[src/bdlp_pkg.sv]
// ----------------------------------------------------------------------------
// bdlp_pkg
// Shared types, codes and widths of the button debouncer with long press.
// ----------------------------------------------------------------------------
package bdlp_pkg;

  // Default number of button slots in the state memory
  localparam int NUM_BUTTONS_DEF = 8;
  // Pin and mask fields carry at most eight buttons
  localparam int MAX_BUTTONS     = 8;

  localparam int NOW_W       = 32;
  localparam int PINS_W      = 8;
  localparam int IN_TDATA_W  = 40;
  localparam int OUT_TDATA_W = 8;
  localparam int CFG_ADDR_W  = 3;
  localparam int CFG_DATA_W  = 16;
  localparam int MS_W        = 16;
  localparam int COUNT_W     = 4;

  // Configuration register indexes
  typedef enum logic [CFG_ADDR_W-1:0] {
    REG_DEBOUNCE   = 3'd0,
    REG_LONG_PRESS = 3'd1,
    REG_REPEAT     = 3'd2,
    REG_COUNT      = 3'd3,
    REG_ENABLE     = 3'd4
  } cfg_reg_t;

  // Event codes on the result beat
  typedef enum logic [2:0] {
    EV_NONE         = 3'd0,
    EV_PRESS        = 3'd1,
    EV_CLICK        = 3'd2,
    EV_RELEASE_LONG = 3'd3,
    EV_LONG         = 3'd4,
    EV_REPEAT       = 3'd5
  } event_t;

  // Timing settings handed to the update logic
  typedef struct packed {
    logic [MS_W-1:0] debounce_ms;
    logic [MS_W-1:0] long_press_ms;
    logic [MS_W-1:0] repeat_ms;
  } timing_t;

  // One button's record in the state memory
  typedef struct packed {
    logic             raw_previous;
    logic             debounced_pressed;
    logic             long_active;
    logic [NOW_W-1:0] change_time;
    logic [NOW_W-1:0] press_start_time;
    logic [NOW_W-1:0] repeat_time;
  } btn_state_t;

  // Record seen for a slot that was never written since reset
  localparam btn_state_t BTN_RESET = '{
    raw_previous:      1'b1,
    debounced_pressed: 1'b0,
    long_active:       1'b0,
    change_time:       '0,
    press_start_time:  '0,
    repeat_time:       '0
  };

endpackage

[src/button_debounce_long_press.sv]
// ----------------------------------------------------------------------------
// button_debounce_long_press
// Debounces up to eight active-low buttons and reports press, click,
// release-after-long, long-press and repeat events, one result per button.
// ----------------------------------------------------------------------------
// Usage:
//   s_axis carries one update beat: the millisecond time stamp and the raw
//   pin levels. For every button in use the block returns one m_axis beat,
//   in index order, with tlast on the final button. A disabled button still
//   gets a beat, with tuser set and no event.
//   Per-button state lives in a one-port-read RAM; each cycle reads the next
//   button while the current one is updated and, if enabled, written back,
//   unless m_axis stalls. The first button's record is read when the input
//   beat is accepted; it is then updated and registered in the output register.
//   s_axis_tready stays low while an update is being worked through; it
//   rises once the last button has been handed to the output register, even
//   if that beat is still waiting. A stalled m_axis freezes the work, the
//   RAM read data is held, and nothing is lost.
//   Reset returns the registers to their defaults and marks every RAM slot
//   as fresh (released, all times zero) at once; no clearing pass is needed.
//   Configuration writes go through cfg_we / cfg_addr / cfg_wdata; the user must
//   make them while no update is in progress, as the block does not enforce it.
// ----------------------------------------------------------------------------
module button_debounce_long_press #(
  parameter int NUM_BUTTONS = bdlp_pkg::NUM_BUTTONS_DEF
) (
  input  logic                              clk,
  input  logic                              rst,
  // tdata: now_ms [31:0], pin_levels [39:32]
  input  logic                              s_axis_tvalid,
  output logic                              s_axis_tready,
  input  logic [bdlp_pkg::IN_TDATA_W-1:0]   s_axis_tdata,
  // tdata: button_index [2:0], event_res [5:3], is_pressed [6], zero [7]
  output logic                              m_axis_tvalid,
  input  logic                              m_axis_tready,
  output logic [bdlp_pkg::OUT_TDATA_W-1:0]  m_axis_tdata,
  // tuser: not_enabled [0]
  output logic                              m_axis_tuser,
  output logic                              m_axis_tlast,
  input  logic                              cfg_we,
  input  logic [bdlp_pkg::CFG_ADDR_W-1:0]   cfg_addr,
  input  logic [bdlp_pkg::CFG_DATA_W-1:0]   cfg_wdata
);
  import bdlp_pkg::*;

  localparam int EffButtons = (NUM_BUTTONS < MAX_BUTTONS) ? NUM_BUTTONS : MAX_BUTTONS;
  localparam int IdxW       = (EffButtons > 1) ? $clog2(EffButtons) : 1;
  localparam int StateW     = $bits(btn_state_t);

  // Configuration registers
  timing_t              timing;
  logic [COUNT_W-1:0]   buttons_in_use;
  logic [PINS_W-1:0]    enabled_mask;

  // Update context
  logic [NOW_W-1:0]     now_ms;
  logic [PINS_W-1:0]    pin_levels;
  logic [COUNT_W-1:0]   count;
  logic [COUNT_W-1:0]   eff_count;
  logic                 pvalid;
  logic [IdxW-1:0]      proc_idx;
  logic [COUNT_W-1:0]   nxt_idx;
  logic                 more;

  // Memory side
  logic                 slot_vld [EffButtons];
  logic                 rd_vld;
  logic                 rd_en;
  logic [IdxW-1:0]      raddr;
  logic                 wr_en;
  logic [StateW-1:0]    ram_rdata;
  btn_state_t           cur_state;
  btn_state_t           new_state;
  event_t               new_event;

  logic                 accept;
  logic                 step;
  logic                 enabled;

  // Write configuration
  always_ff @(posedge clk) begin
    if (rst) begin
      timing.debounce_ms   <= MS_W'(50);
      timing.long_press_ms <= MS_W'(1000);
      timing.repeat_ms     <= MS_W'(200);
      buttons_in_use       <= COUNT_W'(8);
      enabled_mask         <= '1;
    end else if (cfg_we) begin
      case (cfg_reg_t'(cfg_addr))
        REG_DEBOUNCE:   timing.debounce_ms   <= cfg_wdata;
        REG_LONG_PRESS: timing.long_press_ms <= cfg_wdata;
        REG_REPEAT:     timing.repeat_ms     <= cfg_wdata;
        REG_COUNT:      buttons_in_use       <= cfg_wdata[COUNT_W-1:0];
        REG_ENABLE:     enabled_mask         <= cfg_wdata[PINS_W-1:0];
        default: ;
      endcase
    end
  end

  // Saturate the button count
  assign eff_count = (buttons_in_use > COUNT_W'(EffButtons)) ? COUNT_W'(EffButtons)
                                                             : buttons_in_use;

  // Handshake and sequencing
  assign s_axis_tready = ~pvalid;
  assign accept        = s_axis_tvalid & s_axis_tready;
  assign step          = pvalid & (~m_axis_tvalid | m_axis_tready);
  assign nxt_idx       = COUNT_W'(proc_idx) + COUNT_W'(1);
  assign more          = nxt_idx < count;
  assign rd_en         = (accept && (eff_count != '0)) || (step && more);
  assign raddr         = accept ? '0 : nxt_idx[IdxW-1:0];
  assign enabled       = enabled_mask[proc_idx];
  assign wr_en         = step & enabled;

  // Latch the update beat and walk the buttons
  always_ff @(posedge clk) begin
    if (rst) begin
      pvalid   <= 1'b0;
      proc_idx <= '0;
    end else if (accept) begin
      pvalid   <= eff_count != '0;
      proc_idx <= '0;
    end else if (step) begin
      pvalid   <= more;
      proc_idx <= nxt_idx[IdxW-1:0];
    end
  end

  always_ff @(posedge clk) begin
    if (accept) begin
      now_ms     <= s_axis_tdata[NOW_W-1:0];
      pin_levels <= s_axis_tdata[NOW_W +: PINS_W];
      count      <= eff_count;
    end
  end

  // Track which slots have been written since reset
  always_ff @(posedge clk) begin
    if (rst) begin
      for (int i = 0; i < EffButtons; i++) begin
        slot_vld[i] <= 1'b0;
      end
      rd_vld <= 1'b0;
    end else begin
      if (wr_en) begin
        slot_vld[proc_idx] <= 1'b1;
      end
      if (rd_en) begin
        rd_vld <= slot_vld[raddr];
      end
    end
  end

  bdlp_ram #(
    .WIDTH (StateW),
    .DEPTH (EffButtons),
    .AW    (IdxW)
  ) u_state_ram (
    .clk   (clk),
    .we    (wr_en),
    .waddr (proc_idx),
    .wdata (new_state),
    .re    (rd_en),
    .raddr (raddr),
    .rdata (ram_rdata)
  );

  // Fresh slots read as the reset record
  assign cur_state = rd_vld ? btn_state_t'(ram_rdata) : BTN_RESET;

  bdlp_update u_update (
    .timing    (timing),
    .now_ms    (now_ms),
    .raw       (pin_levels[proc_idx]),
    .state_in  (cur_state),
    .state_out (new_state),
    .event_res (new_event)
  );

  // Output register
  always_ff @(posedge clk) begin
    if (rst) begin
      m_axis_tvalid <= 1'b0;
    end else if (step) begin
      m_axis_tvalid <= 1'b1;
    end else if (m_axis_tready) begin
      m_axis_tvalid <= 1'b0;
    end
  end

  always_ff @(posedge clk) begin
    if (step) begin
      m_axis_tdata[2:0] <= 3'(proc_idx);
      m_axis_tdata[5:3] <= enabled ? new_event : EV_NONE;
      m_axis_tdata[6]   <= enabled ? new_state.debounced_pressed
                                   : cur_state.debounced_pressed;
      m_axis_tdata[7]   <= 1'b0;
      m_axis_tuser      <= ~enabled;
      m_axis_tlast      <= ~more;
    end
  end

endmodule

[src/bdlp_ram.sv]
// ----------------------------------------------------------------------------
// bdlp_ram
// Generic single-write, single-read RAM with a registered read port.
// ----------------------------------------------------------------------------
module bdlp_ram #(
  parameter int WIDTH = 8,
  parameter int DEPTH = 8,
  parameter int AW    = (DEPTH > 1) ? $clog2(DEPTH) : 1
) (
  input  logic             clk,
  input  logic             we,
  input  logic [AW-1:0]    waddr,
  input  logic [WIDTH-1:0] wdata,
  input  logic             re,
  input  logic [AW-1:0]    raddr,
  output logic [WIDTH-1:0] rdata
);

  logic [WIDTH-1:0] mem [DEPTH];

  // Write port
  always_ff @(posedge clk) begin
    if (we) begin
      mem[waddr] <= wdata;
    end
  end

  // Registered read, held while re is low
  always_ff @(posedge clk) begin
    if (re) begin
      rdata <= mem[raddr];
    end
  end

endmodule

[src/bdlp_update.sv]
// ----------------------------------------------------------------------------
// bdlp_update
// Read-modify step for one button: debounce, press/release and long press.
// ----------------------------------------------------------------------------
module bdlp_update (
  input  bdlp_pkg::timing_t                 timing,
  input  logic [bdlp_pkg::NOW_W-1:0]        now_ms,
  input  logic                              raw,
  input  bdlp_pkg::btn_state_t              state_in,
  output bdlp_pkg::btn_state_t              state_out,
  output bdlp_pkg::event_t                  event_res
);
  import bdlp_pkg::*;

  logic             raw_changed;
  logic [NOW_W-1:0] stable_for;
  logic [NOW_W-1:0] held_for;
  logic [NOW_W-1:0] since_repeat;
  logic             pressed;
  logic             settled;

  // Time differences, all modulo 2^32
  assign raw_changed  = raw != state_in.raw_previous;
  assign stable_for   = raw_changed ? '0 : (now_ms - state_in.change_time);
  assign held_for     = now_ms - state_in.press_start_time;
  assign since_repeat = now_ms - state_in.repeat_time;
  assign pressed      = ~raw;
  assign settled      = stable_for >= NOW_W'(timing.debounce_ms);

  // Decide the event and the new record
  always_comb begin
    state_out              = state_in;
    event_res              = EV_NONE;
    state_out.raw_previous = raw;
    if (raw_changed) begin
      state_out.change_time = now_ms;
    end
    if (settled && (pressed != state_in.debounced_pressed)) begin
      state_out.debounced_pressed = pressed;
      if (pressed) begin
        state_out.press_start_time = now_ms;
        state_out.long_active      = 1'b0;
        state_out.repeat_time      = '0;
        event_res                  = EV_PRESS;
      end else begin
        event_res = state_in.long_active ? EV_RELEASE_LONG : EV_CLICK;
      end
    end else if (state_in.debounced_pressed) begin
      if (!state_in.long_active && (held_for >= NOW_W'(timing.long_press_ms))) begin
        state_out.long_active = 1'b1;
        state_out.repeat_time = now_ms;
        event_res             = EV_LONG;
      end else if (state_in.long_active &&
                   (since_repeat >= NOW_W'(timing.repeat_ms))) begin
        state_out.repeat_time = now_ms;
        event_res             = EV_REPEAT;
      end
    end
  end

endmodule

[config.mk]
export PLATFORM = sky130hd
export DESIGN_NAME = button_debounce_long_press
export DESIGN_NICKNAME = d
export VERILOG_FILES = /design/src/bdlp_pkg.sv /design/src/button_debounce_long_press.sv /design/src/bdlp_ram.sv /design/src/bdlp_update.sv
export SDC_FILE = /design/constraint.sdc
export NUM_CORES = 1
export LEC_CHECK = 0
export ABC_AREA = 0
export BUFFER_PORTS_ARGS = -buffer_cell sky130_fd_sc_hd__buf_2
export CAP_MARGIN = 20
export CORE_MARGIN = 2
export CORE_UTILIZATION = 29
export DETAILED_ROUTE_END_ITERATION = 8
export PLACE_DENSITY = 0.45
export SLEW_MARGIN = 10
export SYNTH_ARGS = -nofsm -noshare
export SYNTH_HDL_FRONTEND = slang
export SYNTH_SLANG_ARGS = --single-unit
[constraint.sdc]
create_clock -name clk -period 9.58 [get_ports clk]
set_input_delay 1.437 -clock clk [delete_from_list [all_inputs] [get_ports clk]]
set_output_delay 1.437 -clock clk [all_outputs]
set_load 0.005 [all_outputs]
==> results.tsv <==
metric	value	unit
Int Pwr	7990	uW
reg2reg end	u_state_ram.mem[6][1]$_DFFE_PP_	
Net Sw Frac	27.9	%
Sink Count	1018	
largest net degree at the start of global routing	112	
Seq pwr share	47.7	%
Nets	4065	
antenna viol nets, final	0	
mapped cell area	46800	um2
worst slew pin tran	1.16	ns
R2R depth	19	
Vias/cell	4.98	
M1 GR Usage	25.3	%
GRT Residual Overflow	0	
Setup crit end kind	flip-flop	
H-tree Lvls	3	
Critical path destination	u_state_ram.mem[6][1]$_DFFE_PP_	
syn_area_per_cell	12.2	um2
Synth Net Count	4036	
clock latency on the worst-skew pair	0.75	ns
Initial DRT Pass Iterations	6	
maximum vdd drop	141	uV
setup TNS	0	ns
CTS Hold Bufs	0	
part of the power in the clock network	36.4	%
GPL Wtd Cong	0.895	
HP Class	reg -> reg	
Seq/Total Area, Yosys	63.7	%
Die Wd	406	um
max-cap check violation count	0	
most frequent cells in the layout	edfxtp_1, nand2_1, nor2_1	
YS warnings	0	
clock-pin slew on the worst setup and hold paths	0.07	ns
Post-Route WL	142000	um
Die H	406	um
Net Switching	3100	uW
Seq cells post-synth	1018	
CTS Root Cell	clkbuf_16	
R2R setup slack	2.07	ns
DRC	0	
CTS tree	yes	
type of the worst setup path	reg -> reg	
Cells after Synth	3822	
Worst Path Arrival	7.91	ns
per-cell routed wire length	23.3	um
Yosys top cell by area	edfxtp_1	
CP required	9.98	ns
DRT iter0 DRCs	2575	
detailed-route via count	30400	
CP Launch Point	proc_idx[2]$_SDFFE_PP0P_	
Clock Path Buffers	3	
Comb power frac	15.9	%
Util after Layout	33.1	%
layout cells sized above 1	12.0	%
fin crit share	78.4	%
EDFF count, synth	944	
final hold violations	0	
Max-Slew Margin vs Limit	21.7	%
commonest non-fill, non-tap cell in the layout	edfxtp_1	
Top Ports	76	
hpwl dp	86200	um
Max Fclk	0.133	GHz
initial antenna violation count	9	
vias in the first global route	29800	
PD cells	209	nW/um2
CP Max Fanout	36	
GRT Max-Usage Layer	met2	
top cell type's share of synthesized area	60.6	%
outcome	complete, no violations	
crit start category	flip-flop	
TritonCTS Buffers	107	
Final Slew Violations	0	
RSZ-0062 raised after global routing	false	
first-pass GRT wire length	208000	um
# port buffers	74	
Leak Pwr	0.0180	uW
Syn-to-layout area delta	13.3	%
M2 GR Usage	26.2	%
Resized Gates After CTS	0	
fin crit period	7.51	ns
setup violators final	0	
row count	147	
Core ar.	160000	um2
postcts setup bufs	0	
worst clock skew	0.0693	ns
Starting Density	29.2	%
main flop type after synthesis	edfxtp_1	
FF-to-FF Start	proc_idx[2]$_SDFFE_PP0P_	
M3 GR Usage	2.85	%
async set-reset flop share out of synthesis	0	%
Total GRT Usage	17.3	%
Distinct cells, synth	93	
largest cells by area after synthesis	edfxtp_1, mux4_2, nand2_1	
Die ar.	165000	um2
## metal layers
| metal | routed length, um | vias to the layer above |
|---|---|---|
| met5 | 20 | - |
| li1 | - | 14200 |
| met1 | 68300 | 15300 |
| met2 | 62400 | 767 |
| met3 | 7800 | 156 |
| met4 | 3580 | 4 |
## cells by family (layout without fill, tap and decap cells)
| group | count (synthesis) | after routing | synth area share, % |
|---|---|---|---|
| AOI/OAI and AO/OA | 903 | 903 | 11.6 |
| xor gates and xnor gates | 76 | 76 | 1.42 |
| adders and majority gates | 150 | 150 | 4.06 |
| buffers and inverters | 322 | 441 | 2.74 |
| DFF | 1018 | 1018 | 63.7 |
| muxes | 119 | 119 | 5.38 |
| other | 1 | 3 | 0.00801 |
| and+or+nand+nor | 1233 | 1233 | 11.0 |
## synth_stat cells (all sizes together) (41+ instances only)
cell	n
a21oi	359
nor2	505
ha	147
inv	107
o21ai	322
nand2	510
dfxtp	74
clkbuf	176
mux4	106
a21o	41
xnor2	45
nand3	62
edfxtp	944
## layout make-up
class                   instances  area, um2
diodes                          2       5.00
clock buffers                 137       2840
clock inverters                62        498
fillers                     16100     107000
inverters                     107        409
multi-input cells            2482      15800
flip-flops and latches       1018      29800
well taps                    2160       2700
repair buffers                135        936
## sequential cells by signal (all words and copies together) (netlist names)
signal and cells:
now_ms 32, count 4, buttons_in_use 4, m_axis_tdata 7, timing 48, pvalid 1
rd_vld 1, u_state_ram.mem 792, pin_levels 8, proc_idx 3, u_state_ram.rdata 99, enabled_mask 8
m_axis_tuser 1, m_axis_tvalid 1, slot_vld 8, m_axis_tlast 1
## worst min path at each step
stage | start | end | slack, ns | cells after the start
after global routing | timing[47]$_SDFFE_PP0P_ | timing[47]$_SDFFE_PP0P_ | 0.47 | 2
after global placement | timing[43]$_SDFFE_PP0P_ | timing[43]$_SDFFE_PP0P_ | 0.44 | 2
after detailed placement | timing[44]$_SDFFE_PP0P_ | timing[44]$_SDFFE_PP0P_ | 0.45 | 2
after floorplan | enabled_mask[4]$_SDFFE_PP1P_ | enabled_mask[4]$_SDFFE_PP1P_ | 0.43 | 2
final | timing[12]$_SDFFE_PP0P_ | timing[12]$_SDFFE_PP0P_ | 0.46 | 2
after CTS | timing[44]$_SDFFE_PP0P_ | timing[44]$_SDFFE_PP0P_ | 0.46 | 2
## stage by stage
stage | std cells | setup WS (ns) | cell area, um2 | hold WS, ns | total power, uW
after CTS | 6100 | 2.18 | 53000 | 0.456 | 11200
final | 6103 | 2.07 | 53000 | 0.456 | 11100
after floorplan | 3822 | 0.0989 | 46800 | 0.432 | 6530
after global routing | 6103 | 1.52 | 53000 | 0.470 | 11600
after global placement | 5897 | 2.31 | 49600 | 0.443 | 7140
after detailed placement | 5901 | 2.18 | 49700 | 0.448 | 7140
## power groups by stage
stage	clock (uW)	sequential, uW	combinational (uW)
floorplan	0	5340	1190
global placement	0	5390	1760
detailed placement	0	5390	1760
CTS	4130	5290	1770
global route	4300	5310	1950
finish	4030	5290	1760
## worst max-delay path, stage by stage (launching register included)
cell and delay (ns):
dfxtp_1 0.78, mux4_2 0.41, mux2i_1 0.61, inv_1 0.42
xnor2_2 0.31, buf_4 0.37, nor2_1 0.10, ha_1 0.31
a21o_1 0.18, nand3_1 0.07, a21oi_1 0.06, a2111oi_0 0.33
o41ai_1 0.23, a2111o_1 0.33, nor4_1 0.19, nand4_1 0.19
o31ai_4 0.54, mux2i_1 0.64, a21boi_4 0.74, o2bb2ai_1 0.34
Power figures use the tool's default switching activity.
